--- config.mk ---
export PLATFORM = sky130hd
export DESIGN_NAME = tasg_front
export DESIGN_NICKNAME = d
export VERILOG_FILES = /design/src/rtl/core/three_axis_trapezoid_step_generator_top_defines.svh /design/src/rtl/core/tasg_pkg.sv /design/src/rtl/core/tasg_front.sv
export SDC_FILE = /design/constraint.sdc
export NUM_CORES = 1
export LEC_CHECK = 0
export ABC_CLOCK_PERIOD_IN_PS = 4780
export BUFFER_PORTS_ARGS = -buffer_cell sky130_fd_sc_hd__buf_4
export CORE_UTILIZATION = 40
export CTS_BUF_LIST = sky130_fd_sc_hd__clkbuf_8 sky130_fd_sc_hd__clkbuf_16
export DETAILED_ROUTE_END_ITERATION = 10
export HOLD_SLACK_MARGIN = 0.1
export SYNTH_ARGS = -nofsm -noshare
export SYNTH_HDL_FRONTEND = slang
export SYNTH_SLANG_ARGS = --single-unit
export TNS_END_PERCENT = 1
--- constraint.sdc ---
create_clock -name clk_i -period 4.78 [get_ports clk_i]
set_input_delay 0.956 -clock clk_i [delete_from_list [all_inputs] [get_ports clk_i]]
set_output_delay 0.956 -clock clk_i [all_outputs]
set_load 0.02 [all_outputs]
--- src/rtl/core/three_axis_trapezoid_step_generator_top_defines.svh ---
// ----------------------------------------------------------------------------
// Step generator assertion macros
// Shared concurrent assertion forms, sampled on clk_i and quiet in reset.
// ----------------------------------------------------------------------------
`ifndef THREE_AXIS_TRAPEZOID_STEP_GENERATOR_TOP_DEFINES_SVH
`define THREE_AXIS_TRAPEZOID_STEP_GENERATOR_TOP_DEFINES_SVH

// Same-cycle implication.
`define TASG_ASSERT_NOW(name, ante, cons) \
  name: assert property (@(posedge clk_i) disable iff (!rst_ni) (ante) |-> (cons)) \
    else $error("step generator assertion failed");

// Next-cycle implication.
`define TASG_ASSERT_NEXT(name, ante, cons) \
  name: assert property (@(posedge clk_i) disable iff (!rst_ni) (ante) |=> (cons)) \
    else $error("step generator assertion failed");

`endif

--- src/rtl/core/tasg_pkg.sv ---
// ----------------------------------------------------------------------------
// Step generator package
// Widths, constants, request and result types shared by the step generator.
// ----------------------------------------------------------------------------
package tasg_pkg;

  localparam int NUM_AXES   = 3;
  localparam int AX_W       = 2;
  localparam int POS_W      = 24;
  localparam int STEPS_W    = 23;
  localparam int DLY_W      = 20;
  localparam int SPD_W      = 20;
  localparam int ACC_W      = 24;
  localparam int DIV_NUM_W  = 40;
  localparam int DIV_DEN_W  = 48;
  localparam int SQRT_OUT_W = 20;
  localparam int CFG_IDX_W  = 3;
  localparam int CFG_DATA_W = 24;
  localparam int QUEUE_DEPTH = 2;

  localparam logic [SPD_W-1:0]     DEFAULT_SPEED = 20'd4000;
  localparam logic [ACC_W-1:0]     DEFAULT_ACCEL = 24'd40000;
  localparam logic [DLY_W-1:0]     MAX_DELAY_US  = 20'd20000;
  localparam logic [DIV_NUM_W-1:0] NUM_1E12      = 40'd1000000000000;
  localparam logic [DIV_NUM_W-1:0] NUM_1E6       = 40'd1000000;
  localparam logic [POS_W-1:0]     POS_MAX       = 24'h7FFFFF;
  localparam logic [POS_W-1:0]     POS_MIN       = 24'h800000;
  localparam logic [AX_W-1:0]      LAST_AXIS     = 2'd2;
  localparam logic [AX_W-1:0]      NO_AXIS       = 2'd3;

  // Configuration register indexes
  localparam logic [CFG_IDX_W-1:0] CFG_X_MIN   = 3'd0;
  localparam logic [CFG_IDX_W-1:0] CFG_X_MAX   = 3'd1;
  localparam logic [CFG_IDX_W-1:0] CFG_Y_MIN   = 3'd2;
  localparam logic [CFG_IDX_W-1:0] CFG_Y_MAX   = 3'd3;
  localparam logic [CFG_IDX_W-1:0] CFG_Z_MIN   = 3'd4;
  localparam logic [CFG_IDX_W-1:0] CFG_Z_MAX   = 3'd5;
  localparam logic [CFG_IDX_W-1:0] CFG_LIM_EN  = 3'd6;

  typedef enum logic [2:0] {
    FUNC_TICK   = 3'd0,
    FUNC_START  = 3'd1,
    FUNC_STOP   = 3'd2,
    FUNC_SETPOS = 3'd3,
    FUNC_HOME   = 3'd4
  } func_e;

  typedef enum logic [2:0] {
    OP_TICK,
    OP_START,
    OP_STOP,
    OP_SETPOS,
    OP_HOME,
    OP_NOP
  } op_e;

  typedef enum logic [3:0] {
    ST_IDLE,
    ST_TICK_AXIS,
    ST_SQ_MUL,
    ST_RAMP_GO,
    ST_RAMP_WAIT,
    ST_CRU_GO,
    ST_CRU_WAIT,
    ST_DLY_SEL,
    ST_DLY_MUL,
    ST_DLY_DIV_GO,
    ST_DLY_DIV_WAIT,
    ST_DLY_SQRT_GO,
    ST_DLY_SQRT_WAIT,
    ST_RESULT
  } back_state_e;

  typedef struct packed {
    logic [2:0]              func;
    logic [AX_W-1:0]         axis;
    logic signed [POS_W-1:0] step_count;
    logic [SPD_W-1:0]        max_speed;
    logic [ACC_W-1:0]        accel;
    logic signed [POS_W-1:0] new_position;
  } cmd_t;

  typedef struct packed {
    logic [NUM_AXES-1:0]     step_pulses;
    logic [NUM_AXES-1:0]     directions;
    logic [NUM_AXES-1:0]     busy_axes;
    logic [NUM_AXES-1:0]     done_event;
    logic [NUM_AXES-1:0]     limit_stop;
    logic signed [POS_W-1:0] axis_position;
    logic                    axis_at_limit;
  } res_t;

  // Classified request handed from front to back
  typedef struct packed {
    op_e                op;
    logic [AX_W-1:0]    axis;
    logic               dir;
    logic [STEPS_W-1:0] mag;
    logic [SPD_W-1:0]   speed;
    logic [ACC_W-1:0]   accel;
    logic [POS_W-1:0]   npos;
  } op_t;

  typedef struct packed {
    logic [NUM_AXES-1:0][POS_W-1:0] lim_min;
    logic [NUM_AXES-1:0][POS_W-1:0] lim_max;
    logic                           lim_en;
  } cfg_t;

endpackage

--- src/rtl/core/tasg_front.sv ---
// ----------------------------------------------------------------------------
// Step generator front end
// Decodes requests, applies defaults and saturation, and queues them.
// ----------------------------------------------------------------------------
module tasg_front (
  input  logic            clk_i,
  input  logic            rst_ni,
  input  logic            push,
  output logic            full,
  input  tasg_pkg::cmd_t  cmd_i,
  output logic            op_valid_o,
  input  logic            op_ready_i,
  output tasg_pkg::op_t   op_o
);

  localparam int PTR_W = $clog2(tasg_pkg::QUEUE_DEPTH);
  localparam int CNT_W = $clog2(tasg_pkg::QUEUE_DEPTH + 1);

  tasg_pkg::op_t            dec_w;
  logic [tasg_pkg::POS_W-1:0] abs_w;
  logic                     ax_ok_w;

  tasg_pkg::op_t            entry_q [tasg_pkg::QUEUE_DEPTH];
  logic [PTR_W-1:0]         wr_ptr_q, wr_ptr_d, rd_ptr_q, rd_ptr_d;
  logic [CNT_W-1:0]         cnt_q, cnt_d;
  logic                     wr_w, rd_w;

  always_comb begin
    ax_ok_w = (cmd_i.axis != tasg_pkg::NO_AXIS);
    abs_w   = cmd_i.step_count[tasg_pkg::POS_W-1] ? (~cmd_i.step_count + 1'b1)
                                                  : cmd_i.step_count;
    dec_w.axis  = cmd_i.axis;
    dec_w.dir   = ~cmd_i.step_count[tasg_pkg::POS_W-1];
    // Full negative distance saturates to the largest magnitude
    dec_w.mag   = abs_w[tasg_pkg::POS_W-1] ? '1 : abs_w[tasg_pkg::STEPS_W-1:0];
    dec_w.speed = (cmd_i.max_speed == '0) ? tasg_pkg::DEFAULT_SPEED : cmd_i.max_speed;
    dec_w.accel = (cmd_i.accel == '0) ? tasg_pkg::DEFAULT_ACCEL : cmd_i.accel;
    dec_w.npos  = cmd_i.new_position;
    case (cmd_i.func)
      tasg_pkg::FUNC_TICK:   dec_w.op = tasg_pkg::OP_TICK;
      tasg_pkg::FUNC_START:  dec_w.op = (ax_ok_w && cmd_i.step_count != '0) ?
                                        tasg_pkg::OP_START : tasg_pkg::OP_NOP;
      tasg_pkg::FUNC_STOP:   dec_w.op = ax_ok_w ? tasg_pkg::OP_STOP : tasg_pkg::OP_NOP;
      tasg_pkg::FUNC_SETPOS: dec_w.op = ax_ok_w ? tasg_pkg::OP_SETPOS : tasg_pkg::OP_NOP;
      tasg_pkg::FUNC_HOME:   dec_w.op = tasg_pkg::OP_HOME;
      default:               dec_w.op = tasg_pkg::OP_NOP;
    endcase
  end

  assign full       = (cnt_q == CNT_W'(tasg_pkg::QUEUE_DEPTH));
  assign op_valid_o = (cnt_q != '0);
  assign op_o       = entry_q[rd_ptr_q];
  assign wr_w       = push && !full;
  assign rd_w       = op_valid_o && op_ready_i;

  always_comb begin
    wr_ptr_d = wr_w ? wr_ptr_q + 1'b1 : wr_ptr_q;
    rd_ptr_d = rd_w ? rd_ptr_q + 1'b1 : rd_ptr_q;
    cnt_d    = cnt_q + CNT_W'(wr_w) - CNT_W'(rd_w);
  end

  always_ff @(posedge clk_i or negedge rst_ni) begin
    if (!rst_ni) begin
      wr_ptr_q <= '0;
      rd_ptr_q <= '0;
      cnt_q    <= '0;
    end else begin
      wr_ptr_q <= wr_ptr_d;
      rd_ptr_q <= rd_ptr_d;
      cnt_q    <= cnt_d;
    end
  end

  always_ff @(posedge clk_i) begin
    if (wr_w) begin
      entry_q[wr_ptr_q] <= dec_w;
    end
  end

endmodule

## Word-level counts from Yosys, hierarchy flattened

Memory sizes are Yosys's and may differ from the RTL's.
Cells that the tools add are included.

| word-level totals | value |
|---|---|
| register bits | 4 |
| memory bits (writable) | 194 |
| input bits | 101 |
| output and inout port bits | 99 |
| word-level logic and storage cells | 36 |
| memories kept | 1 |

Memory list:

| name | depth | bits a word | rd ports | clocked after memory_dff | wr ports | line | RTL |
|---|---|---|---|---|---|---|---|
| entry_q | 2 | 97 | 1 | 0 | 1 | tasg_front.sv:23 | `tasg_pkg::op_t entry_q [tasg_pkg::QUEUE_DEPTH];` |

| cells by class | value |
|---|---|
| $add $sub $neg | 5 |
| equal/unequal tests | 6 |
| mux-type cells | 10 |
| bitwise operators | 2 |
| reductions and logical operators | 9 |

Operators by type and width:

| kind | number |
|---|---|
| 24-bit two-way mux | 2 |
| 24-bit by 1-bit adder with 24-bit output, second input constant | 1 |
| 24-bit zero test | 1 |
| 24-bit inverter | 1 |
| 24-bit nonzero test | 1 |
| 23-bit two-way mux | 1 |
| 20-bit zero test | 1 |
| 20-bit two-way mux | 1 |
| 3-bit one-hot mux with 5 select lines | 1 |
| 3-bit two-way mux | 3 |
| 3-bit by 2-bit equality test with 1-bit output, second input constant | 2 |
| 3-bit by 1-bit equality test with 1-bit output, second input constant | 1 |
| 3-bit equality test, second input constant | 1 |
| 1-bit logical AND | 3 |
| 3-bit zero test | 1 |
| 1-bit adder, second input constant | 2 |
| 2-bit by 1-bit adder with 2-bit output | 1 |
| 2-bit equality test, second input constant | 1 |
| 1-bit two-way mux | 2 |
| 2-bit != test, second input constant | 1 |
| 2-bit nonzero test | 1 |
| 2-bit by 1-bit subtractor with 2-bit output | 1 |
| 1-bit zero test | 1 |
| 1-bit inverter | 1 |

## Logic depth before layout (Yosys ltp)

Gate-level depths: netlist of run 1.

| depth | value |
|---|---|
| word-level depth | 5 |
| mapped depth | 7 |

## Least setup slack after synthesis of run 1

No wires, ideal clock.

| timing | value |
|---|---|
| path type | in2reg |
| start | input push |
| end | memory entry_q[0][0] in the netlist's numbering, enable pin |
| setup time | 0.553 ns |
| arrival | 5.089 ns |
| required time | 4.227 ns |
| slack | -0.862 ns |
| stages on the path | 2 |
| path buffers | 0 |
| cells stage by stage | nand2_1 > nor2_1 |

| on the way | value |
|---|---|
| longest elaborated chain between the ends | 3 |

RTL lines:

| what | line | RTL |
|---|---|---|
| start: declaration | tasg_front.sv:8 | `input logic push,` |
| 1-bit logical AND | tasg_front.sv:53 | `assign wr_w = push && !full;` |
| 1-bit two-way mux | tasg_front.sv:75 | `if (wr_w) begin` |
| 1-bit two-way mux (implied by the code) | tasg_front.sv:76 | `entry_q[wr_ptr_q] <= dec_w;` |
| end: declaration | tasg_front.sv:23 |  |

Every way passes these cells.

==> impl_metrics.yaml, run 1 <==
run_status:
  outcome: "complete, no violations"
clocking:
  cts_made_buffers: 17
  cts.sinks: 198
  cts_tree: "built"
  ctsResizeCount: 0
  cts_root_buf: "clkbuf_16"
  cts.path.max_buffers: 2
  cts_setup_buffers: 0
  htree_levels: 4
  clock_latency_ns: 0.43
  clkTransAtPathRegs_ns: 0.08
  holdBufCountCts: 0
synth:
  synth_top_cell_by_area: "edfxtp_1"
  yosys_register_bits: 198
  netlist_area_um2: 8250
  synth_area_leaders: "edfxtp_1 71%, mux2_2 13%, clkbuf_1 2.0%"
  yosysTopAreaCellShare: 0.707
  synth_cells: 501
  syn_avg_cell_area_um2: 16.5
  synthArstFlopShare: 0.0202
  yosysWarnings: 0
  ys_seq_area_frac: 0.719
  synth_top_flop_cell: "edfxtp_1"
  syn_nets: 605
  synth_edf_count: 194
  ys_types: 48
floorplanning:
  pin_count: 200
  die_h_um: 146
  die_w_um: 146
  start_util: 0.407
  rows: 52
  core_area_um2: 20200
  dieArea_um2: 21200
final_layout:
  n_antenna_cell: 0
  postLayoutCoreUtil: 0.522
  drive_above_1_share: 0.520
  final_common_cell: "buf_4"
  mostFrequentLayoutCells: "203 x buf_4, 194 x edfxtp_1, 97 x mux2_2, 19 x nand2_1, 17 x clkbuf_16"
  area_delta_synth_final_pct: 28.0
  nNetsFinal: 777
drt:
  via_per_inst: 5.04
  drc: 0
  wl_per_cell_um: 17.3
  dr.pass1.iters: 5
  wl_mm: 16.6
  drtAntennaViolNets: 0
  drtIter0Drc: 246
  vias: 4818
worst_setup_path:
  worstSetupPathType: "reg -> out"
  r2r-start: "cnt_q[1]$_DFF_PN0_"
  crit_required_ns: 3.82
  worstPathArrival_ns: 2.22
  crit_chain: "buf_12 -> mux2_2 -> buf_4"
  r2r-end: "entry_q[1][0]$_DFFE_PP_"
  path_max_fanout: 52
  reg2reg_depth: 3
  slowest_stage: "dfrtp_4"
  cp-end-kind: "output pin"
  cp-start-kind: "register"
  cpPeakStageDelay_ns: 0.85
  r2r_setup_slack_ns: 2.58
hold_path:
  hold_class: "in -> async"
sta:
  tightestPinTransition_ns: 1.08
  rsz0062_at_grt: "no"
  tns_ns: 0
  report.final.slew_viol_count: 0
  relSlewSlack: 0.283
  period_minus_slack_ns: 3.18
  hold_violations: 0
  fmax_mhz: 315
  period_share: 0.665
  skew_ns: 0.00958
  fin_ws_ns: 1.60
  final-setup-viol-count: 0
power_and_ir_drop:
  power_leakage_nw: 3.91
  p_per_area_nw_per_um2: 588
  ir_drop_mv: 0.246
global_routing:
  grt_pass1_vias: 5006
  antenna_found_initial: 0
  grt_max_degree: 74
  grt.total_usage: 0.158
  grt_pass1_wl_mm: 26.1
  overflow: 0
placement:
  globalplace.congestion: 0.840
  hpwl_mm: 11.2
  port_buffers: 199
  dp_slack_ns: 1.62
run:
  drv_cap: 0
[kinds of logic (layout without fill, tap and decap cells)]
| kind of cell | Yosys count | after routing | share of synthesized area |
|---|---|---|---|
| AO/OA/AOI/OAI | 39 | 39 | 0.0320 |
| XOR/XNOR | 11 | 11 | 0.0117 |
| adder cells (fa/ha/maj) | 3 | 3 | 0.00455 |
| buffers and inverters | 60 | 245 | 0.0303 |
| multiplexers | 106 | 106 | 0.143 |
| AND/OR/NAND/NOR | 84 | 84 | 0.0593 |
| flip-flops | 198 | 198 | 0.719 |
[stage by stage]
stage	cells	hold WS, ns	power, mW	instance area (µm²)
after floorplan	501	0.460	3.88	8250
after global placement	924	0.482	4.75	9930
after CTS	956	0.288	6.29	10600
final	956	0.307	6.20	10600
after detailed placement	924	0.514	4.79	9930
after global routing	956	0.291	6.48	10600
[per-layer routing]
metal	wire length, µm	up-vias	GRT usage
li1	-	2254	-
met1	7070	2382	0.196
met2	8100	171	0.265
met3	1270	11	0.0486
met4	138	0	0.0495
met5	0	-	0
[cells in the mapped netlist (all sizes together), types with 2 or more instances]
cell type and instances:
edfxtp 194, mux2 97, clkbuf 43, nand2 20, nor4 16, or2 13, a21oi 11, nor2 10
mux2i 9, buf 8, inv 8, xnor2 8, a31oi 7, o21ai 7, nand3 5, nor3 5
and3 4, dfrtp 4, nand4 4, ha 3, xor2 3, a311oi 2, and4 2, nand2b 2
o31ai 2, o41ai 2
[critical path, delay by kind of cell (launching register included)]
family	cells	cell delay, ns
flops	1	0.85
buf+inv	2	0.53
mux	1	0.38
[final cells by class]
class,instances,area [µm²]
fillers,1710,9680
flip-flops and latches,198,5930
multi-input cells,243,2080
repair buffers,204,1540
clock buffers,17,425
well taps,270,338
clock inverters,15,201
inverters,9,33.8
[how the worst max path moves through the flow]
| stage | startpoint | endpoint | cells after the start |
|---|---|---|---|
| after floorplan | push | entry_q[0][0]$_DFFE_PP_ | 2 |
| after global placement | cmd_i[71] | entry_q[0][89]$_DFFE_PP_ | 5 |
| after detailed placement | cmd_i[71] | entry_q[0][89]$_DFFE_PP_ | 5 |
| after CTS | rd_ptr_q$_DFFE_PN0P_ | op_o[11] | 3 |
| after global routing | rd_ptr_q$_DFFE_PN0P_ | op_o[11] | 3 |
| final | rd_ptr_q$_DFFE_PN0P_ | op_o[57] | 3 |
[where the power goes]
| part | total [mW] | switching (mW) | internal (mW) |
|---|---|---|---|
| combinational | 2.16 | 1.18 | 0.981 |
| sequential | 2.55 | 0.165 | 2.38 |
| clock | 1.49 | 0.682 | 0.808 |
[registers in the layout, indices dropped and copies added, names as in the netlist]
signal,count
cnt_q,2
entry_q,194
rd_ptr_q,1
wr_ptr_q,1
No activity file was read; power rests on OpenSTA's default activity.
==> run 2, diff against run 1 <==
--- a/config.mk
+++ b/config.mk
@@ -5,7 +5,8 @@
 export SDC_FILE = /design/constraint.sdc
 export NUM_CORES = 1
 export LEC_CHECK = 0
-export ABC_CLOCK_PERIOD_IN_PS = 4780
+export ABC_AREA = 1
+export ABC_CLOCK_PERIOD_IN_PS = 3000
 export BUFFER_PORTS_ARGS = -buffer_cell sky130_fd_sc_hd__buf_4
 export CORE_UTILIZATION = 40
 export CTS_BUF_LIST = sky130_fd_sc_hd__clkbuf_8 sky130_fd_sc_hd__clkbuf_16
==> constraint.sdc (replaced) <==
create_clock -name clk_i -period 3 [get_ports clk_i]
set_input_delay 0.6 -clock clk_i [delete_from_list [all_inputs] [get_ports clk_i]]
set_output_delay 0.6 -clock clk_i [all_outputs]
set_load 0.02 [all_outputs]
==> run 2 against run 1 <==
Critical endpoint is now op_o[85]. Critical path type unchanged. Area after synthesis rose by 2.3%. Global-route usage rose by 1.8 points. Register-to-register slack got worse by 1.7 ns. Sequential power rose by 55%. Die area rose by 2.2%. Clock-buffer cell count did not move. Synthesized cell count rose by 58%. Clock power rose by 47%. Critical path depth rose by 1. Flip-flop and latch count did not move. Combinational power rose by 88%.
==> impl_metrics.yaml, run 2 <==
worst_setup_path:
  crit_chain: "buf_4 -> nand2_1 -> nand2_1 -> buf_4"
  r2r-start: "cnt_q[0]$_DFF_PN0_"
  crit_required_ns: 2.40
  path_max_fanout: 97
  r2r-end: "cnt_q[1]$_DFF_PN0_"
  worstPathArrival_ns: 2.16
  cp-end-kind: "output pin"
  r2r_setup_slack_ns: 0.92
  path_delay_family: "buffers and inverters"
  cpPeakStageDelay_ns: 0.80
  worstSetupPathType: "reg -> out"
  critPathBufInv: 2
  reg2reg_depth: 6
  cp-start-kind: "register"
  slowest_stage: "buf_4"
sta:
  rsz0062_at_grt: "no"
  skew_ns: 0.0111
  tns_ns: 0
  hold_violations: 0
  final-setup-viol-count: 0
  whs_ns: 0.350
  tightestPinTransition_ns: 1.10
  fin_ws_ns: 0.235
  report.final.slew_viol_count: 0
  relSlewSlack: 0.264
  fmax_mhz: 362
  period_minus_slack_ns: 2.76
  period_share: 0.922
global_routing:
  antenna_found_initial: 0
  grt_pass1_vias: 5446
  grt_pass1_wl_mm: 29.1
  grt_max_degree: 98
  grt.total_usage: 0.176
  overflow: 0
clocking:
  cts_setup_buffers: 0
  cts.path.max_buffers: 2
  htree_levels: 4
  clock_latency_ns: 0.43
  ctsResizeCount: 0
  cts_made_buffers: 17
  cts_tree: "built"
  holdBufCountCts: 1
  clkTransAtPathRegs_ns: 0.08
  cts.sinks: 198
  cts_root_buf: "clkbuf_16"
drt:
  drtAntennaViolNets: 0
  dr.pass1.iters: 4
  wl_mm: 18.7
  drc: 0
  wl_per_cell_um: 15.1
  vias: 5833
  drtIter0Drc: 333
  via_per_inst: 4.69
final_layout:
  postLayoutCoreUtil: 0.526
  n_antenna_cell: 0
  nNetsFinal: 1065
  area_delta_synth_final_pct: 27.4
  largest-register: "entry_q"
  mostFrequentLayoutCells: "369 x nand2_1, 202 x buf_4, 194 x edfxtp_1, 38 x inv_1, 36 x nor2_1"
  nFillCells: 1820
  instances_no_fill: 1244
  fin_area_um2: 10700
  reg.largest.list: "entry_q x194, cnt_q x2"
  largest_reg_flops: 194
  drive_above_1_share: 0.259
  final_common_cell: "nand2_1"
synth:
  synth_fa_ha_area_frac: 0.00445
  synth_area_leaders: "edfxtp_1 69%, nand2_1 16%, clkbuf_1 2.1%"
  synthArstFlopShare: 0.0202
  ys_types: 27
  synth_top_cells_by_count: "369 x nand2_1, 194 x edfxtp_1, 48 x clkbuf_1"
  muxShareOfSynthArea: 0
  synth_edf_count: 194
  ys_seq_area_frac: 0.703
  synth.most_common_cell: "nand2_1"
  synth_cells: 793
  synth_xor_area_frac: 0.0125
  netlist_area_um2: 8430
  synth_top_cell_by_area: "edfxtp_1"
  synth_top_family_by_area: "simple AND/OR/NAND/NOR gates"
  yosys_register_bits: 198
  syn_avg_cell_area_um2: 10.6
  yosys.area_share.simple: 0.226
  synth-compound-area-share: 0.00801
  yosysWarnings: 0
  synth_top_flop_cell: "edfxtp_1"
  syn_nets: 897
  yosysTopAreaCellShare: 0.691
placement:
  port_buffers: 199
  globalplace.congestion: 0.911
  dpl.cell_count: 1211
  hpwl_mm: 12.6
  dpl_cell_area_um2: 10100
  dp_slack_ns: 0.686
floorplanning:
  start_util: 0.413
  die_w_um: 147
  core_area_um2: 20400
  die_h_um: 147
  rows: 52
  dieArea_um2: 21700
  pin_count: 200
hold_path:
  hold_depth: 1
  hold_class: "in -> reg"
  whs_endpoint: "entry_q[0][13]$_DFFE_PP_"
  min_from: "cmd_i[13]"
run_status:
  outcome: "complete, no violations"
run:
  drv_cap: 0
power_and_ir_drop:
  p_per_area_nw_per_um2: 950
  power_leakage_nw: 4.72
  ir_drop_mv: 0.431
  finalPower_mw: 10.2
-- run 2: logic make-up (layout without fill, tap and decap cells) --
logic type	count (synthesis)	in the layout
compound gates	12	12
flops	198	198
fa+ha+maj	3	3
buf+inv	98	279
xor+xnor	12	12
simple gates	470	470
-- run 2: report_power, final --
part | total (mW) | leakage, nW | internal [mW] | switching, mW
Sequential | 3.94 | 1.85 | 3.79 | 0.143
Clock | 2.19 | 0.287 | 1.11 | 1.08
Combinational | 4.07 | 2.59 | 1.43 | 2.64
-- run 2: routing by layer --
layer | global-route usage | routed length [µm]
met3 | 0.0360 | 1360
met4 | 0.0593 | 269
met1 | 0.248 | 8430
met2 | 0.271 | 8690
met5 | 0 | 0
-- run 2: worst max path at each step --
stage / start / to / slack [ns] / depth (start not counted)
after floorplan: push / entry_q[0][0]$_DFFE_PP_ / -0.80 / 2
after global placement: rd_ptr_q$_DFFE_PN0P_ / op_o[47] / 0.72 / 4
after detailed placement: rd_ptr_q$_DFFE_PN0P_ / op_o[47] / 0.69 / 4
after CTS: rd_ptr_q$_DFFE_PN0P_ / op_o[90] / 0.21 / 4
after global routing: rd_ptr_q$_DFFE_PN0P_ / op_o[90] / 0.07 / 4
final: rd_ptr_q$_DFFE_PN0P_ / op_o[85] / 0.24 / 4
-- run 2: cell type report --
| cell class | instances | area [µm²] | share of cell area |
|---|---|---|---|
| sequential | 198 | 5930 | 0.552 |
| multi-input combinational | 497 | 2130 | 0.199 |
| timing repair buffer | 207 | 1610 | 0.150 |
| clock buffer | 17 | 425 | 0.0396 |
| tap | 270 | 338 | 0.0314 |
| clock inverter | 15 | 160 | 0.0149 |
| inverter | 40 | 151 | 0.0141 |
-- run 2: worst reg2reg max path: stages, from the launching register on --
cell     delay (ns)
dfrtp_1        0.41
o21ai_0        0.74
ha_1           0.36
inv_1          0.05
ha_1           0.15
xnor2_1        0.13
xor2_1         0.17
==> run 3, diff against run 2 <==
--- a/config.mk
+++ b/config.mk
@@ -7,7 +7,7 @@
 export LEC_CHECK = 0
 export ABC_AREA = 1
 export ABC_CLOCK_PERIOD_IN_PS = 3000
-export BUFFER_PORTS_ARGS = -buffer_cell sky130_fd_sc_hd__buf_4
+export BUFFER_PORTS_ARGS = -buffer_cell sky130_fd_sc_hd__buf_2
 export CORE_UTILIZATION = 40
 export CTS_BUF_LIST = sky130_fd_sc_hd__clkbuf_8 sky130_fd_sc_hd__clkbuf_16
 export DETAILED_ROUTE_END_ITERATION = 10
==> run 3 against run 2 <==
Hold slack better by 0.0025 ns. Fmax up 7.0%. Register-to-register slack better by 0.06 ns. Combinational power down 11%. Sequential share of layout area up 2.3 points. Wire length down 4.1%. Design area down 4.1%. Power down 2.4%. Clock skew up 0.0024 ns. Cell count about the same. Critical path depth up 1. Critical endpoint is now op_o[67]. Largest cell class unchanged. Largest power group is now registers.
==> impl_metrics.yaml, run 3 (synthesis results as in run 2) <==
power_and_ir_drop:
  ir_drop_mv: 0.616
  pwr-share-comb: 0.363
  finalPower_mw: 9.96
  switching_power_mw: 3.79
  clkPwrFrac: 0.242
  p_per_area_nw_per_um2: 966
  p_seq_frac: 0.395
  switching_share: 0.380
  power_leakage_nw: 4.59
  intPower_mw: 6.17
floorplanning:
  core_area_um2: 20400
  pin_count: 200
  die_h_um: 147
  rows: 52
  start_util: 0.413
  dieArea_um2: 21700
  die_w_um: 147
global_routing:
  grt_pass1_wl_mm: 27.8
  grt.total_usage: 0.169
  overflow: 0
  antenna_found_initial: 0
  grt_max_degree: 98
  grt_pass1_vias: 5283
drt:
  vias: 5783
  wl_mm: 18.0
  drtAntennaViolNets: 0
  drtIter0Drc: 304
  via_per_inst: 4.65
  drc: 0
  wl_per_cell_um: 14.5
  dr.pass1.iters: 4
worst_setup_path:
  cp-end-kind: "output pin"
  crit_path_frequent_cell: "nand2_1"
  crit_required_ns: 2.40
  slowest_stage: "dfrtp_4"
  cp-start-kind: "register"
  worstSetupPathType: "reg -> out"
  path_max_fanout: 35
  crit_chain: "clkinv_2 -> buf_12 -> nand2_1 -> nand2_1 -> buf_2"
  worstPathArrival_ns: 1.98
  cpPeakStageDelay_ns: 0.43
sta:
  hold_violations: 0
  rsz0062_at_grt: "no"
  report.final.slew_viol_count: 0
  final-setup-viol-count: 0
  tightestPinTransition_ns: 0.841
  period_minus_slack_ns: 2.58
  fmax_mhz: 387
  tns_ns: 0
  relSlewSlack: 0.433
  skew_ns: 0.0136
  period_share: 0.861
final_layout:
  largest-register: "entry_q"
  largest_reg_flops: 194
  drive_above_1_share: 0.258
  n_antenna_cell: 0
  mostFrequentLayoutCells: "369 x nand2_1, 199 x buf_2, 194 x edfxtp_1, 37 x inv_1, 36 x nor2_1"
  final_common_cell: "nand2_1"
  nNetsFinal: 1064
  fin_area_um2: 10300
  area_delta_synth_final_pct: 22.2
  instances_no_fill: 1243
  reg.largest.list: "entry_q x194, cnt_q x2"
placement:
  dpl.cell_count: 1210
  dpl_cell_area_um2: 9660
  port_buffers: 199
  hpwl_mm: 11.9
  globalplace.congestion: 0.874
clocking:
  clkTransAtPathRegs_ns: 0.08
  ctsResizeCount: 0
  holdBufCountCts: 1
  cts_setup_buffers: 0
  clock_latency_ns: 0.43
  cts.sinks: 198
  cts.path.max_buffers: 2
  htree_levels: 4
  cts_root_buf: "clkbuf_16"
  cts_made_buffers: 17
  cts_tree: "built"
hold_path:
  hold_class: "in -> reg"
run:
  drv_cap: 0
run_status:
  outcome: "complete, no violations"
==> run 3: layout make-up <==
type	instances	area, µm²
clock buffers	17	425
clock inverters	15	215
fillers	1888	10100
inverters	40	151
multi-input cells	497	2130
flip-flops and latches	198	5930
well taps	270	338
repair buffers	206	1110
==> run 3: final timing paths <==
path,startpoint,to,slack (ns),cells past startpoint
max in group asynchronous,rst_ni,rd_ptr_q$_DFFE_PN0P_,2.34,2
min in group asynchronous,rst_ni,cnt_q[1]$_DFF_PN0_,0.50,2
max reg2reg,cnt_q[0]$_DFF_PN0_,cnt_q[1]$_DFF_PN0_,0.98,6
min,cmd_i[2],entry_q[1][2]$_DFFE_PP_,0.35,1
max,rd_ptr_q$_DFFE_PN0P_,op_o[67],0.42,5
min reg2reg,cnt_q[0]$_DFF_PN0_,cnt_q[0]$_DFF_PN0_,0.55,1
==> run 3: power by group through the flow <==
stage               sequential (mW)  clock (mW)  combinational [mW]
floorplan                      4.01           0                2.33
global placement               3.99           0                3.67
detailed placement             4.00           0                3.68
CTS                            3.93        2.46                3.70
global route                   3.99        2.58                3.98
finish                         3.93        2.41                3.62
==> run 3: worst max-delay path: cells and delay by family (launching register included) <==
| kind | cells | cell delay (ns) |
|---|---|---|
| buffers and inverters | 3 | 0.96 |
| flip-flops | 1 | 0.43 |
| AND/OR/NAND/NOR | 2 | 0.16 |
==> run 3: through the flow <==
| stage | hold WS, ns | worst slack [ns] | utilization |
|---|---|---|---|
| after floorplan | 0.304 | -0.801 | - |
| after detailed placement | 0.419 | 0.827 | 0.473 |
| after global routing | 0.338 | 0.265 | 0.505 |
| after CTS | 0.339 | 0.355 | 0.505 |
| final | 0.353 | 0.416 | 0.505 |
| after global placement | 0.419 | 0.846 | 0.473 |
==> run 3: layer usage <==
layer / vias to the layer above / part of all wire / global-route usage
li1: 2924 / - / -
met1: 2666 / 0.46 / 0.234
met2: 179 / 0.46 / 0.264
met3: 14 / 0.065 / 0.0401
met4: 0 / 0.011 / 0.0495
met5: - / 0 / 0
