--- config.mk ---
export PLATFORM = sky130hd
export DESIGN_NAME = tasg_back
export DESIGN_NICKNAME = d
export VERILOG_FILES = /design/src/rtl/core/three_axis_trapezoid_step_generator_top_defines.svh /design/src/rtl/core/tasg_pkg.sv /design/src/rtl/core/tasg_div.sv /design/src/rtl/core/tasg_sqrt.sv /design/src/rtl/core/tasg_back.sv
export SDC_FILE = /design/constraint.sdc
export NUM_CORES = 2
export LEC_CHECK = 0
export ABC_AREA = 1
export BUFFER_PORTS_ARGS = -buffer_cell sky130_fd_sc_hd__buf_2
export CAP_MARGIN = 20
export CORE_MARGIN = 4
export CORE_UTILIZATION = 40
export CTS_BUF_LIST = sky130_fd_sc_hd__clkbuf_4
export CTS_CLUSTER_SIZE = 10
export DETAILED_ROUTE_END_ITERATION = 16
export MAX_ROUTING_LAYER = met4
export PLACE_DENSITY = 0.56
export SLEW_MARGIN = 10
export SYNTH_ARGS = -nofsm -noshare
export SYNTH_HDL_FRONTEND = slang
export SYNTH_HIERARCHICAL = 1
export SYNTH_SLANG_ARGS = --single-unit
export TNS_END_PERCENT = 100
--- constraint.sdc ---
create_clock -name clk_i -period 20.3 [get_ports clk_i]
set_input_delay 1.015 -clock clk_i [delete_from_list [all_inputs] [get_ports clk_i]]
set_output_delay 1.015 -clock clk_i [all_outputs]
set_load 0.005 [all_outputs]
--- src/rtl/core/three_axis_trapezoid_step_generator_top_defines.svh ---
// ----------------------------------------------------------------------------
// Step generator assertion macros
// Shared concurrent assertion forms, sampled on clk_i and quiet in reset.
// ----------------------------------------------------------------------------
`ifndef THREE_AXIS_TRAPEZOID_STEP_GENERATOR_TOP_DEFINES_SVH
`define THREE_AXIS_TRAPEZOID_STEP_GENERATOR_TOP_DEFINES_SVH

// Same-cycle implication.
`define TASG_ASSERT_NOW(name, ante, cons) \
  name: assert property (@(posedge clk_i) disable iff (!rst_ni) (ante) |-> (cons)) \
    else $error("step generator assertion failed");

// Next-cycle implication.
`define TASG_ASSERT_NEXT(name, ante, cons) \
  name: assert property (@(posedge clk_i) disable iff (!rst_ni) (ante) |=> (cons)) \
    else $error("step generator assertion failed");

`endif

--- src/rtl/core/tasg_pkg.sv ---
// ----------------------------------------------------------------------------
// Step generator package
// Widths, constants, request and result types shared by the step generator.
// ----------------------------------------------------------------------------
package tasg_pkg;

  localparam int NUM_AXES   = 3;
  localparam int AX_W       = 2;
  localparam int POS_W      = 24;
  localparam int STEPS_W    = 23;
  localparam int DLY_W      = 20;
  localparam int SPD_W      = 20;
  localparam int ACC_W      = 24;
  localparam int DIV_NUM_W  = 40;
  localparam int DIV_DEN_W  = 48;
  localparam int SQRT_OUT_W = 20;
  localparam int CFG_IDX_W  = 3;
  localparam int CFG_DATA_W = 24;
  localparam int QUEUE_DEPTH = 2;

  localparam logic [SPD_W-1:0]     DEFAULT_SPEED = 20'd4000;
  localparam logic [ACC_W-1:0]     DEFAULT_ACCEL = 24'd40000;
  localparam logic [DLY_W-1:0]     MAX_DELAY_US  = 20'd20000;
  localparam logic [DIV_NUM_W-1:0] NUM_1E12      = 40'd1000000000000;
  localparam logic [DIV_NUM_W-1:0] NUM_1E6       = 40'd1000000;
  localparam logic [POS_W-1:0]     POS_MAX       = 24'h7FFFFF;
  localparam logic [POS_W-1:0]     POS_MIN       = 24'h800000;
  localparam logic [AX_W-1:0]      LAST_AXIS     = 2'd2;
  localparam logic [AX_W-1:0]      NO_AXIS       = 2'd3;

  // Configuration register indexes
  localparam logic [CFG_IDX_W-1:0] CFG_X_MIN   = 3'd0;
  localparam logic [CFG_IDX_W-1:0] CFG_X_MAX   = 3'd1;
  localparam logic [CFG_IDX_W-1:0] CFG_Y_MIN   = 3'd2;
  localparam logic [CFG_IDX_W-1:0] CFG_Y_MAX   = 3'd3;
  localparam logic [CFG_IDX_W-1:0] CFG_Z_MIN   = 3'd4;
  localparam logic [CFG_IDX_W-1:0] CFG_Z_MAX   = 3'd5;
  localparam logic [CFG_IDX_W-1:0] CFG_LIM_EN  = 3'd6;

  typedef enum logic [2:0] {
    FUNC_TICK   = 3'd0,
    FUNC_START  = 3'd1,
    FUNC_STOP   = 3'd2,
    FUNC_SETPOS = 3'd3,
    FUNC_HOME   = 3'd4
  } func_e;

  typedef enum logic [2:0] {
    OP_TICK,
    OP_START,
    OP_STOP,
    OP_SETPOS,
    OP_HOME,
    OP_NOP
  } op_e;

  typedef enum logic [3:0] {
    ST_IDLE,
    ST_TICK_AXIS,
    ST_SQ_MUL,
    ST_RAMP_GO,
    ST_RAMP_WAIT,
    ST_CRU_GO,
    ST_CRU_WAIT,
    ST_DLY_SEL,
    ST_DLY_MUL,
    ST_DLY_DIV_GO,
    ST_DLY_DIV_WAIT,
    ST_DLY_SQRT_GO,
    ST_DLY_SQRT_WAIT,
    ST_RESULT
  } back_state_e;

  typedef struct packed {
    logic [2:0]              func;
    logic [AX_W-1:0]         axis;
    logic signed [POS_W-1:0] step_count;
    logic [SPD_W-1:0]        max_speed;
    logic [ACC_W-1:0]        accel;
    logic signed [POS_W-1:0] new_position;
  } cmd_t;

  typedef struct packed {
    logic [NUM_AXES-1:0]     step_pulses;
    logic [NUM_AXES-1:0]     directions;
    logic [NUM_AXES-1:0]     busy_axes;
    logic [NUM_AXES-1:0]     done_event;
    logic [NUM_AXES-1:0]     limit_stop;
    logic signed [POS_W-1:0] axis_position;
    logic                    axis_at_limit;
  } res_t;

  // Classified request handed from front to back
  typedef struct packed {
    op_e                op;
    logic [AX_W-1:0]    axis;
    logic               dir;
    logic [STEPS_W-1:0] mag;
    logic [SPD_W-1:0]   speed;
    logic [ACC_W-1:0]   accel;
    logic [POS_W-1:0]   npos;
  } op_t;

  typedef struct packed {
    logic [NUM_AXES-1:0][POS_W-1:0] lim_min;
    logic [NUM_AXES-1:0][POS_W-1:0] lim_max;
    logic                           lim_en;
  } cfg_t;

endpackage

--- src/rtl/core/tasg_div.sv ---
// ----------------------------------------------------------------------------
// Step generator divider
// Restoring divider, one quotient bit per cycle, result held until restart.
// ----------------------------------------------------------------------------
module tasg_div (
  input  logic                             clk_i,
  input  logic                             rst_ni,
  input  logic                             start_i,
  input  logic [tasg_pkg::DIV_NUM_W-1:0]   num_i,
  input  logic [tasg_pkg::DIV_DEN_W-1:0]   den_i,
  output logic                             done_o,
  output logic [tasg_pkg::DIV_NUM_W-1:0]   quot_o
);

  localparam int NW    = tasg_pkg::DIV_NUM_W;
  localparam int DW    = tasg_pkg::DIV_DEN_W;
  localparam int CNT_W = $clog2(NW);

  logic             busy_q, done_q;
  logic [CNT_W-1:0] cnt_q;
  logic [NW-1:0]    num_q, quot_q;
  logic [DW-1:0]    den_q, rem_q, rem_d;
  logic [DW:0]      rem_sh_w, diff_w;
  logic             ge_w;

  always_comb begin
    rem_sh_w = {rem_q, num_q[NW-1]};
    diff_w   = rem_sh_w - {1'b0, den_q};
    ge_w     = (rem_sh_w >= {1'b0, den_q});
    rem_d    = ge_w ? diff_w[DW-1:0] : rem_sh_w[DW-1:0];
  end

  always_ff @(posedge clk_i or negedge rst_ni) begin
    if (!rst_ni) begin
      busy_q <= 1'b0;
      done_q <= 1'b0;
      cnt_q  <= '0;
    end else begin
      done_q <= 1'b0;
      if (start_i) begin
        busy_q <= 1'b1;
        cnt_q  <= CNT_W'(NW - 1);
      end else if (busy_q) begin
        if (cnt_q == '0) begin
          busy_q <= 1'b0;
          done_q <= 1'b1;
        end else begin
          cnt_q <= cnt_q - 1'b1;
        end
      end
    end
  end

  always_ff @(posedge clk_i) begin
    if (start_i) begin
      num_q  <= num_i;
      den_q  <= den_i;
      rem_q  <= '0;
      quot_q <= '0;
    end else if (busy_q) begin
      num_q  <= {num_q[NW-2:0], 1'b0};
      rem_q  <= rem_d;
      quot_q <= {quot_q[NW-2:0], ge_w};
    end
  end

  assign done_o = done_q;
  assign quot_o = quot_q;

endmodule

--- src/rtl/core/tasg_sqrt.sv ---
// ----------------------------------------------------------------------------
// Step generator square root
// Digit-by-digit integer square root, one root bit per cycle.
// ----------------------------------------------------------------------------
module tasg_sqrt (
  input  logic                             clk_i,
  input  logic                             rst_ni,
  input  logic                             start_i,
  input  logic [tasg_pkg::DIV_NUM_W-1:0]   rad_i,
  output logic                             done_o,
  output logic [tasg_pkg::SQRT_OUT_W-1:0]  root_o
);

  localparam int IW    = tasg_pkg::DIV_NUM_W;
  localparam int RW    = tasg_pkg::SQRT_OUT_W;
  localparam int CNT_W = $clog2(RW);

  logic             busy_q, done_q;
  logic [CNT_W-1:0] cnt_q;
  logic [IW-1:0]    rad_q;
  logic [RW-1:0]    root_q;
  logic [RW+1:0]    rem_q;
  logic [RW+3:0]    rem_sh_w, trial_w, diff_w;
  logic             ge_w;

  always_comb begin
    rem_sh_w = {rem_q, rad_q[IW-1:IW-2]};
    trial_w  = {2'b00, root_q, 2'b01};
    diff_w   = rem_sh_w - trial_w;
    ge_w     = (rem_sh_w >= trial_w);
  end

  always_ff @(posedge clk_i or negedge rst_ni) begin
    if (!rst_ni) begin
      busy_q <= 1'b0;
      done_q <= 1'b0;
      cnt_q  <= '0;
    end else begin
      done_q <= 1'b0;
      if (start_i) begin
        busy_q <= 1'b1;
        cnt_q  <= CNT_W'(RW - 1);
      end else if (busy_q) begin
        if (cnt_q == '0) begin
          busy_q <= 1'b0;
          done_q <= 1'b1;
        end else begin
          cnt_q <= cnt_q - 1'b1;
        end
      end
    end
  end

  always_ff @(posedge clk_i) begin
    if (start_i) begin
      rad_q  <= rad_i;
      rem_q  <= '0;
      root_q <= '0;
    end else if (busy_q) begin
      rad_q  <= {rad_q[IW-3:0], 2'b00};
      rem_q  <= ge_w ? diff_w[RW+1:0] : rem_sh_w[RW+1:0];
      root_q <= {root_q[RW-2:0], ge_w};
    end
  end

  assign done_o = done_q;
  assign root_o = root_q;

endmodule

--- src/rtl/core/tasg_back.sv ---
// ----------------------------------------------------------------------------
// Step generator back end
// Executes requests on the axis state, one axis at a time, with shared units.
// ----------------------------------------------------------------------------
module tasg_back (
  input  logic            clk_i,
  input  logic            rst_ni,
  input  logic            op_valid_i,
  output logic            op_ready_o,
  input  tasg_pkg::op_t   op_i,
  input  tasg_pkg::cfg_t  cfg_i,
  output logic            res_valid_o,
  input  logic            res_ready_i,
  output tasg_pkg::res_t  res_o
);

  localparam int NA = tasg_pkg::NUM_AXES;
  localparam int SW = tasg_pkg::STEPS_W;
  localparam int DW = tasg_pkg::DLY_W;
  localparam int PW = tasg_pkg::POS_W;

  tasg_pkg::back_state_e state_q, state_d;

  logic [NA-1:0]              active_q, dir_q;
  logic [SW-1:0]              target_q [NA];
  logic [SW-1:0]              steps_q  [NA];
  logic [SW-1:0]              ramp_q   [NA];
  logic [DW-1:0]              cruise_q [NA];
  logic [DW-1:0]              delay_q  [NA];
  logic [DW-1:0]              elapsed_q[NA];
  logic [tasg_pkg::ACC_W-1:0] accel_q  [NA];
  logic [PW-1:0]              pos_q    [NA];

  tasg_pkg::op_t              cmd_q;
  logic [tasg_pkg::AX_W-1:0]  ax_q;
  logic [NA-1:0]              pulses_q, dones_q, lims_q;
  logic [SW-1:0]              k_q;
  logic [tasg_pkg::ACC_W+SW-1:0] prod_q;
  logic [tasg_pkg::DIV_NUM_W-1:0] sq_q;

  // Unit hookups
  logic                            div_start_w, div_done_w;
  logic [tasg_pkg::DIV_NUM_W-1:0]  div_num_w, quot_w;
  logic [tasg_pkg::DIV_DEN_W-1:0]  div_den_w;
  logic                            sqrt_start_w, sqrt_done_w;
  logic [tasg_pkg::SQRT_OUT_W-1:0] root_w;

  // Current axis view
  logic          ax_ok_w;
  logic [PW-1:0] pos_rd_w, pos_next_w;
  logic [DW-1:0] el_inc_w, clamp1_w, clamp_w, dly_val_w;
  logic [SW-1:0] steps_inc_w, k_w, half_mag_w;
  logic          step_now_w, fin_w, lim_hit_w, tick_more_w;
  logic          in_ramp_w, in_decel_w, dly_fin_w, axis_adv_w;

  function automatic logic at_lim(input logic [PW-1:0] p, input logic [PW-1:0] lo,
                                  input logic [PW-1:0] hi);
    at_lim = ($signed(p) <= $signed(lo)) || ($signed(p) >= $signed(hi));
  endfunction

  tasg_div u_div (
    .clk_i   (clk_i),
    .rst_ni  (rst_ni),
    .start_i (div_start_w),
    .num_i   (div_num_w),
    .den_i   (div_den_w),
    .done_o  (div_done_w),
    .quot_o  (quot_w)
  );

  tasg_sqrt u_sqrt (
    .clk_i   (clk_i),
    .rst_ni  (rst_ni),
    .start_i (sqrt_start_w),
    .rad_i   (quot_w),
    .done_o  (sqrt_done_w),
    .root_o  (root_w)
  );

  // Per-axis datapath for the axis at ax_q
  always_comb begin
    ax_ok_w     = (ax_q != tasg_pkg::NO_AXIS);
    pos_rd_w    = ax_ok_w ? pos_q[ax_q] : '0;
    el_inc_w    = (elapsed_q[ax_q] == '1) ? elapsed_q[ax_q] : elapsed_q[ax_q] + 1'b1;
    step_now_w  = active_q[ax_q] && (el_inc_w >= delay_q[ax_q]);
    steps_inc_w = steps_q[ax_q] + 1'b1;
    if (dir_q[ax_q]) begin
      pos_next_w = (pos_q[ax_q] == tasg_pkg::POS_MAX) ? pos_q[ax_q] : pos_q[ax_q] + 1'b1;
    end else begin
      pos_next_w = (pos_q[ax_q] == tasg_pkg::POS_MIN) ? pos_q[ax_q] : pos_q[ax_q] - 1'b1;
    end
    fin_w       = (steps_inc_w >= target_q[ax_q]);
    lim_hit_w   = cfg_i.lim_en && at_lim(pos_next_w, cfg_i.lim_min[ax_q],
                                         cfg_i.lim_max[ax_q]);
    tick_more_w = step_now_w && !fin_w && !lim_hit_w;

    in_ramp_w   = (steps_q[ax_q] < ramp_q[ax_q]);
    in_decel_w  = (steps_q[ax_q] >= target_q[ax_q] - ramp_q[ax_q]);
    if (in_ramp_w) begin
      k_w = steps_inc_w;
    end else begin
      k_w = target_q[ax_q] - steps_q[ax_q];
      if (k_w == '0) begin
        k_w = SW'(1);
      end
    end
    half_mag_w  = {1'b0, cmd_q.mag[SW-1:1]};

    clamp1_w = (root_w > tasg_pkg::MAX_DELAY_US) ? tasg_pkg::MAX_DELAY_US : root_w;
    clamp_w  = (clamp1_w < cruise_q[ax_q]) ? cruise_q[ax_q] : clamp1_w;
  end

  // Sequencer: next state and unit controls
  always_comb begin
    state_d      = state_q;
    op_ready_o   = 1'b0;
    res_valid_o  = 1'b0;
    div_start_w  = 1'b0;
    div_num_w    = tasg_pkg::NUM_1E12;
    div_den_w    = {prod_q, 1'b0};
    sqrt_start_w = 1'b0;
    dly_fin_w    = 1'b0;
    dly_val_w    = clamp_w;
    case (state_q)
      tasg_pkg::ST_IDLE: begin
        op_ready_o = 1'b1;
        if (op_valid_i) begin
          case (op_i.op)
            tasg_pkg::OP_TICK:  state_d = tasg_pkg::ST_TICK_AXIS;
            tasg_pkg::OP_START: state_d = tasg_pkg::ST_SQ_MUL;
            default:            state_d = tasg_pkg::ST_RESULT;
          endcase
        end
      end
      tasg_pkg::ST_TICK_AXIS: begin
        if (tick_more_w) begin
          state_d = tasg_pkg::ST_DLY_SEL;
        end else if (ax_q == tasg_pkg::LAST_AXIS) begin
          state_d = tasg_pkg::ST_RESULT;
        end
      end
      tasg_pkg::ST_SQ_MUL: state_d = tasg_pkg::ST_RAMP_GO;
      tasg_pkg::ST_RAMP_GO: begin
        div_start_w = 1'b1;
        div_num_w   = sq_q;
        div_den_w   = tasg_pkg::DIV_DEN_W'({cmd_q.accel, 1'b0});
        state_d     = tasg_pkg::ST_RAMP_WAIT;
      end
      tasg_pkg::ST_RAMP_WAIT: begin
        if (div_done_w) begin
          state_d = tasg_pkg::ST_CRU_GO;
        end
      end
      tasg_pkg::ST_CRU_GO: begin
        div_start_w = 1'b1;
        div_num_w   = tasg_pkg::NUM_1E6;
        div_den_w   = tasg_pkg::DIV_DEN_W'(cmd_q.speed);
        state_d     = tasg_pkg::ST_CRU_WAIT;
      end
      tasg_pkg::ST_CRU_WAIT: begin
        if (div_done_w) begin
          state_d = tasg_pkg::ST_DLY_SEL;
        end
      end
      tasg_pkg::ST_DLY_SEL: begin
        if (!in_ramp_w && !in_decel_w) begin
          dly_fin_w = 1'b1;
          dly_val_w = cruise_q[ax_q];
        end else begin
          state_d = tasg_pkg::ST_DLY_MUL;
        end
      end
      tasg_pkg::ST_DLY_MUL: state_d = tasg_pkg::ST_DLY_DIV_GO;
      tasg_pkg::ST_DLY_DIV_GO: begin
        div_start_w = 1'b1;
        state_d     = tasg_pkg::ST_DLY_DIV_WAIT;
      end
      tasg_pkg::ST_DLY_DIV_WAIT: begin
        if (div_done_w) begin
          state_d = tasg_pkg::ST_DLY_SQRT_GO;
        end
      end
      tasg_pkg::ST_DLY_SQRT_GO: begin
        sqrt_start_w = 1'b1;
        state_d      = tasg_pkg::ST_DLY_SQRT_WAIT;
      end
      tasg_pkg::ST_DLY_SQRT_WAIT: begin
        dly_fin_w = sqrt_done_w;
      end
      tasg_pkg::ST_RESULT: begin
        res_valid_o = 1'b1;
        if (res_ready_i) begin
          state_d = tasg_pkg::ST_IDLE;
        end
      end
      default: state_d = tasg_pkg::ST_IDLE;
    endcase
    if (dly_fin_w) begin
      if (cmd_q.op == tasg_pkg::OP_START || ax_q == tasg_pkg::LAST_AXIS) begin
        state_d = tasg_pkg::ST_RESULT;
      end else begin
        state_d = tasg_pkg::ST_TICK_AXIS;
      end
    end
    axis_adv_w = (state_q == tasg_pkg::ST_TICK_AXIS && !tick_more_w) ||
                 (dly_fin_w && cmd_q.op == tasg_pkg::OP_TICK);
  end

  always_ff @(posedge clk_i or negedge rst_ni) begin
    if (!rst_ni) begin
      state_q <= tasg_pkg::ST_IDLE;
    end else begin
      state_q <= state_d;
    end
  end

  // Axis state and working registers
  always_ff @(posedge clk_i or negedge rst_ni) begin
    if (!rst_ni) begin
      active_q <= '0;
      dir_q    <= '0;
      for (int a = 0; a < NA; a++) begin
        target_q[a]  <= '0;
        steps_q[a]   <= '0;
        ramp_q[a]    <= '0;
        cruise_q[a]  <= '0;
        delay_q[a]   <= '0;
        elapsed_q[a] <= '0;
        accel_q[a]   <= '0;
        pos_q[a]     <= '0;
      end
      ax_q     <= '0;
      pulses_q <= '0;
      dones_q  <= '0;
      lims_q   <= '0;
    end else begin
      if (state_q == tasg_pkg::ST_IDLE && op_valid_i) begin
        pulses_q <= '0;
        dones_q  <= '0;
        lims_q   <= '0;
        ax_q     <= (op_i.op == tasg_pkg::OP_TICK) ? '0 : op_i.axis;
        case (op_i.op)
          tasg_pkg::OP_STOP:   active_q[op_i.axis] <= 1'b0;
          tasg_pkg::OP_SETPOS: pos_q[op_i.axis]    <= op_i.npos;
          tasg_pkg::OP_HOME: begin
            active_q <= '0;
            for (int a = 0; a < NA; a++) begin
              pos_q[a] <= '0;
            end
          end
          default: ;
        endcase
      end
      if (state_q == tasg_pkg::ST_TICK_AXIS && active_q[ax_q]) begin
        if (!step_now_w) begin
          elapsed_q[ax_q] <= el_inc_w;
        end else begin
          pulses_q[ax_q]  <= 1'b1;
          elapsed_q[ax_q] <= '0;
          steps_q[ax_q]   <= steps_inc_w;
          pos_q[ax_q]     <= pos_next_w;
          if (fin_w) begin
            active_q[ax_q] <= 1'b0;
            dones_q[ax_q]  <= 1'b1;
          end else if (lim_hit_w) begin
            active_q[ax_q] <= 1'b0;
            dones_q[ax_q]  <= 1'b1;
            lims_q[ax_q]   <= 1'b1;
          end
        end
      end
      if (state_q == tasg_pkg::ST_RAMP_WAIT && div_done_w) begin
        ramp_q[ax_q] <= (quot_w > tasg_pkg::DIV_NUM_W'(half_mag_w)) ? half_mag_w
                                                                   : quot_w[SW-1:0];
      end
      if (state_q == tasg_pkg::ST_CRU_WAIT && div_done_w) begin
        cruise_q[ax_q]  <= quot_w[DW-1:0];
        target_q[ax_q]  <= cmd_q.mag;
        steps_q[ax_q]   <= '0;
        accel_q[ax_q]   <= cmd_q.accel;
        dir_q[ax_q]     <= cmd_q.dir;
        elapsed_q[ax_q] <= '0;
      end
      if (dly_fin_w) begin
        delay_q[ax_q] <= dly_val_w;
        if (cmd_q.op == tasg_pkg::OP_START) begin
          active_q[ax_q] <= 1'b1;
        end
      end
      if (axis_adv_w) begin
        ax_q <= (ax_q == tasg_pkg::LAST_AXIS) ? cmd_q.axis : ax_q + 1'b1;
      end
    end
  end

  always_ff @(posedge clk_i) begin
    if (state_q == tasg_pkg::ST_IDLE && op_valid_i) begin
      cmd_q <= op_i;
    end
    if (state_q == tasg_pkg::ST_SQ_MUL) begin
      sq_q <= cmd_q.speed * cmd_q.speed;
    end
    if (state_q == tasg_pkg::ST_DLY_SEL) begin
      k_q <= k_w;
    end
    if (state_q == tasg_pkg::ST_DLY_MUL) begin
      prod_q <= accel_q[ax_q] * k_q;
    end
  end

  always_comb begin
    res_o.step_pulses   = pulses_q;
    res_o.directions    = dir_q;
    res_o.busy_axes     = active_q;
    res_o.done_event    = dones_q;
    res_o.limit_stop    = lims_q;
    res_o.axis_position = pos_rd_w;
    res_o.axis_at_limit = ax_ok_w && at_lim(pos_rd_w, cfg_i.lim_min[ax_q],
                                            cfg_i.lim_max[ax_q]);
  end

endmodule

# == Word level (Yosys, flattened, before mapping) ==
# Index checks and enable logic that the tools add are counted.
# totals
register_bits,1008
latchBits,0
ramBits,0
romBits,0
in_bits,246
output_inout_bits,42
word_cells,318
n_memories,0
# classes
add_sub_neg,11
mul,2
n_div,0
magnitude_cmp,21
n_eq_ne,33
shift,0
mux,145
n_bitwise,15
n_reduce_logical,38
# ops
cell,n
$mux 24,12
$mux 20,12
$mux 23,10
$bwmux 72,3
$mux 72,3
$bwmux 69,3
$mux 69,3
$bmux 24 s2,4
$bwmux 60,3
$mux 60,3
$mux 40,4
$pmux 72 s2,1
$bmux 23 s2,3
$and 60x60->60,2
$bmux 20 s2,3
$demux 24 s2,2
$pmux 48 s2,1
$pmux 40 s2,1
$and 69x69->69,1
$not 69->69,1
$mux 3,20
$not 60->60,1
$pmux 4 s14,1
$ge 49x48->1,1
other kinds (71),167

# == Logic depth before layout (Yosys ltp) ==
# logic_depth
ltp_word,17
ltp_mapped,40
depth_no_buf,37

# == Modules after synthesis ==
# The synthesis kept the hierarchy.
# modules_own_cells
mod,n_inst,cells_each,area_per_inst_um2,seq_area_each_um2
tasg_back,1,9510,75084.5,19278.5
tasg_div,1,1518,10943.0,4604.4
tasg_sqrt,1,735,5262.5,2217.1

# == Least setup slack after synthesis ==
# No wires, ideal clock.
# synth_path
kind,reg-to-reg
start,register ax_q[1] (netlist bit)
end,"register prod_q[33] (netlist bit), data pin"
setup_ns,0.258
arrival_ns,7.418
required_time_ns,20.042
slack_ns,12.624
path_stages_with_launch,32
path_buffers,6
period_less_slack_ns,7.676
cell_sequence,dfrtp_1 nor2_2 buf_6 buf_2 buf_6 clkbuf_1 buf_2 a22oi_1 nand2_1 clkbuf_1 nand2_1 inv_1 fa_1 fa_1 inv_1 fa_1 fa_1 inv_1 fa_1 fa_1 inv_1 fa_1 inv_1 ha_1 a21oi_1 inv_1 a31oi_1 o21ai_0 a211oi_1 o21ai_0 a21oi_1 xnor2_1
# synth_via
elab_chain_cells,5
# synth_lines
item,line,rtl
from (decl),tasg_back.sv:35,logic [tasg_pkg::AX_W-1:0] ax_q;
from (signal assigned),tasg_back.sv:241,ax_q <= (op_i.op == tasg_pkg::OP_TICK) ? '0 : op_i.axis;
from (signal assigned),tasg_back.sv:291,ax_q <= (ax_q == tasg_pkg::LAST_AXIS) ? cmd_q.axis : ax_q + 1'b1;
$not 2->3 (not written as such),tasg_back.sv:307,prod_q <= accel_q[ax_q] * k_q;
$bmux 24 s2,tasg_back.sv:307,
$mux 24 (not written as such) (2 in a row),tasg_back.sv:307,
$mul 24x23->47,tasg_back.sv:307,
to (signal assigned),tasg_back.sv:307,
to (decl),tasg_back.sv:38,logic [tasg_pkg::ACC_W+SW-1:0] prod_q;
# No other way between the ends. The select of a mux whose other input is x is not followed.
# A chain may end at the register's enable or synchronous reset.

# == Worst setup path after layout ==
# Same ends and word-level chain as after synthesis.

==> results.toml <==
[die]
dieArea_sq_um = 236000
die_y_um = 486
io_pins = 288
die_x_um = 486
initial_core_util_pct = 40.2
rows = 175
core-area_sq_um = 227000

[critical_path]
startpoint_type = "flip-flop"
crit_slowest_cell = "nor2_4"
cp-end-kind = "flip-flop"
critPathArrivalTime_ns = 10.22
cp_data_required_time_ns = 21.32
worstPathMaxFanout = 36
crit_path_max_incr_delay_ns = 0.70
crit_type = "flip-flop to flip-flop"

[run_status]
status = "finished clean"

[global_route]
grt_max_degree = 175
grt_pass1_wl_um = 491000
antenna_found_initial = 13
gr-total-overflow = 0
grt_pass1_vias = 81600
grtUsageTotal_pct = 27.6

[cts]
htree_levels = 5
cts.sinks = 1007
clkLatencyLatePin_ns = 1.32
post_cts_buffers = 0
cts_made_buffers = 314
cts_tree = "done"
clk_path_buf_depth = 4
clk_pin_slew_ns = 0.08
clock-root-buffer = "clkbuf_4"

[sta]
fin_tns_setup_ns = 0
tightest_slew_ns = 1.08
fin_crit_ns = 9.20
setup_violations = 0
relSlewSlack_pct = 27.9
rsz0062_at_grt = "no"
finalCritPeriodShare_pct = 45.3
fmax_mhz = 109
drv_slew = 0
timing.final.hold_violations = 0
fin_worst_skew_ns = 0.147

[synthesis]
syn_area_per_cell_sq_um = 7.76
yosys.area_share.simple_pct = 21.8
synth_edf_count = 310
synth_fa_ha_area_share_pct = 25.4
synth_ff_type = "dfrtp_1"
ys_types = 79
yosysSeqAreaShare_pct = 28.6
ys_ff_latch = 1007
yosysWarnings = 6
synthMuxAreaShare_pct = 0.0123
syn_area_sq_um = 91300
synth_compound_area_share_pct = 10.6
synth_async_sr_flop_share_pct = 56.3
synth_xor_area_share_pct = 2.20
synth_top_family_by_area = "adder cells"
synth_cells = 11800

[routing]
drt_iter0_drc = 6190
via_per_inst = 5.23
drtPass1Iterations = 6
vias = 80500
drtAntennaViolNets = 0
drcViolationCount = 0
wl_per_cell_um = 20.6
wl_um = 317000

[final_layout]
nNetsFinal = 13800
area_growth_pct = 10.3
nFillCells = 23200
drive_gt1_share_pct = 9.60

[flow_run]
drv_cap = 0

[hold_path]
min_path_type = "primary input to flip-flop"

[placement]
port_buffers = 287
place.gp.congestion = 0.993
dp_hpwl_um = 239000
what timing repair did:
action,4_1_cts,5_1_grt
hold endpoints to repair,218,0
hold buffers,93,0
resized for setup,0,0
endpoints found under the setup margin,0,0
synth_stat cells, drive strengths merged, types with 25 or more instances:
cell type | instances | share of area, %
nand4 | 80 | 0.57
inv | 2220 | 9.1
o22ai | 107 | 0.73
o21ai | 557 | 3.2
a221oi | 40 | 0.39
or2 | 25 | 0.17
a21oi | 536 | 3.0
o221ai | 25 | 0.27
nor3 | 63 | 0.39
o211ai | 56 | 0.55
nand3 | 596 | 3.4
fa | 743 | 16
a31oi | 50 | 0.34
dfrtp | 567 | 16
clkbuf | 344 | 1.4
o21bai | 26 | 0.21
edfxtp | 310 | 10
nand2 | 3276 | 14
nor2 | 723 | 3.2
and2 | 26 | 0.18
a22o | 63 | 0.60
dfxtp | 130 | 2.9
ha | 668 | 9.2
xnor2 | 95 | 0.91
a22oi | 98 | 0.83
xor2 | 132 | 1.3
buf | 100 | 0.72
worst paths after layout:
| check | start | endpoint | slack, ns | depth (start not counted) |
|---|---|---|---|---|
| min in group asynchronous | rst_ni | u_sqrt/cnt_q[2]$_DFFE_PN0P_ | 0.27 | 2 |
| hold / removal | op_i[6] | pos_q[54]$_DFF_PN0_ | 0.20 | 5 |
| max in group asynchronous | rst_ni | async pin | 16.81 | 5 |
| setup / recovery | ax_q[1]$_DFFE_PN0P_ | prod_q[33]$_DFFE_PN_ | 11.10 | 29 |
| setup reg to reg | ax_q[1]$_DFFE_PN0P_ | prod_q[33]$_DFFE_PN_ | 11.10 | 29 |
| hold reg to reg | u_div/num_q[20]$_DFFE_PP_ | u_div/num_q[21]$_DFFE_PP_ | 0.42 | 2 |
per-layer routing:
metal	vias up	track usage [%]	share of wire [%]
li1	38000	-	-
met1	39100	36.3	44
met2	2921	44.1	46
met3	508	4.60	7.0
met4	0	7.72	2.8
met5	-	-	0
cell families after synthesis:
family,after synthesis
multiplexers,1
flip-flops,1007
XOR/XNOR,227
adder cells (fa/ha/maj),1411
AND/OR/NAND/NOR,4825
buffers and inverters,2672
other,1
AO/OA/AOI/OAI,1619
cell usage in the layout (no fill, tap or decap), drive strengths merged, types with 6 or more instances in the layout:
master | netlist | routed
nor3 | 63 | 63
fa | 743 | 743
clkbuf | 344 | 466
nand3b | 9 | 9
o21ai | 557 | 557
xnor2 | 95 | 95
nor4 | 21 | 21
and2 | 26 | 26
clkinv | 8 | 62
diode | 0 | 18
dfrtp | 567 | 567
nand2 | 3276 | 3276
dlygate4sd3 | 0 | 93
nor2 | 723 | 723
a22o | 63 | 63
o31ai | 6 | 6
conb | 1 | 6
a31oi | 50 | 50
edfxtp | 310 | 310
a21oi | 536 | 536
a21o | 14 | 14
o211ai | 56 | 56
a22oi | 98 | 98
o21a | 13 | 13
buf | 100 | 428
ha | 668 | 668
o22ai | 107 | 107
nand4 | 80 | 80
dfxtp | 130 | 130
or2 | 25 | 25
a21boi | 7 | 7
o221ai | 25 | 25
nand3 | 596 | 596
inv | 2220 | 2224
a221oi | 40 | 40
xor2 | 132 | 132
o21bai | 26 | 26
a211oi | 15 | 15
critical path: cells and delay by family (launching register included):
kind	cells	cell delay, ns
DFF	1	0.56
adders and majority gates	8	3.92
AOI/OAI and AO/OA	5	1.19
buffers and inverters	9	1.29
and+or+nand+nor	6	1.79
xor gates and xnor gates	1	0.09
stage by stage:
step / utilization, % / std cells / instance area, sq um / setup slack (ns) / hold WS (ns)
2_1_floorplan: - / 11800 / 91300 / 12.62 / 0.426
3_3_place_gp: 42.1 / 14800 / 95800 / 10.95 / 0.445
3_5_place_dp: 42.2 / 14800 / 95900 / 11.24 / 0.448
4_1_cts: 44.3 / 15400 / 101000 / 11.18 / 0.0134
5_1_grt: 44.3 / 15400 / 101000 / 10.64 / 0.0888
6_report: 44.3 / 15400 / 101000 / 11.10 / 0.200
layout make-up:
cell class | instances | area [sq um] | share of cell area [%]
Timing Repair Buffer | 521 | 3540 | 3.52
Sequential cell | 1007 | 26100 | 25.9
Clock inverter | 64 | 360 | 0.358
Multi-Input combinational cell | 8089 | 55000 | 54.6
Antenna cell | 18 | 45.0 | 0.0447
Clock buffer | 466 | 3500 | 3.47
Tap cell | 3009 | 3760 | 3.74
Inverter | 2228 | 8380 | 8.32
Power is not shown: default switching activity piles up to over one toggle a cycle in this logic, so the estimate is an artifact.
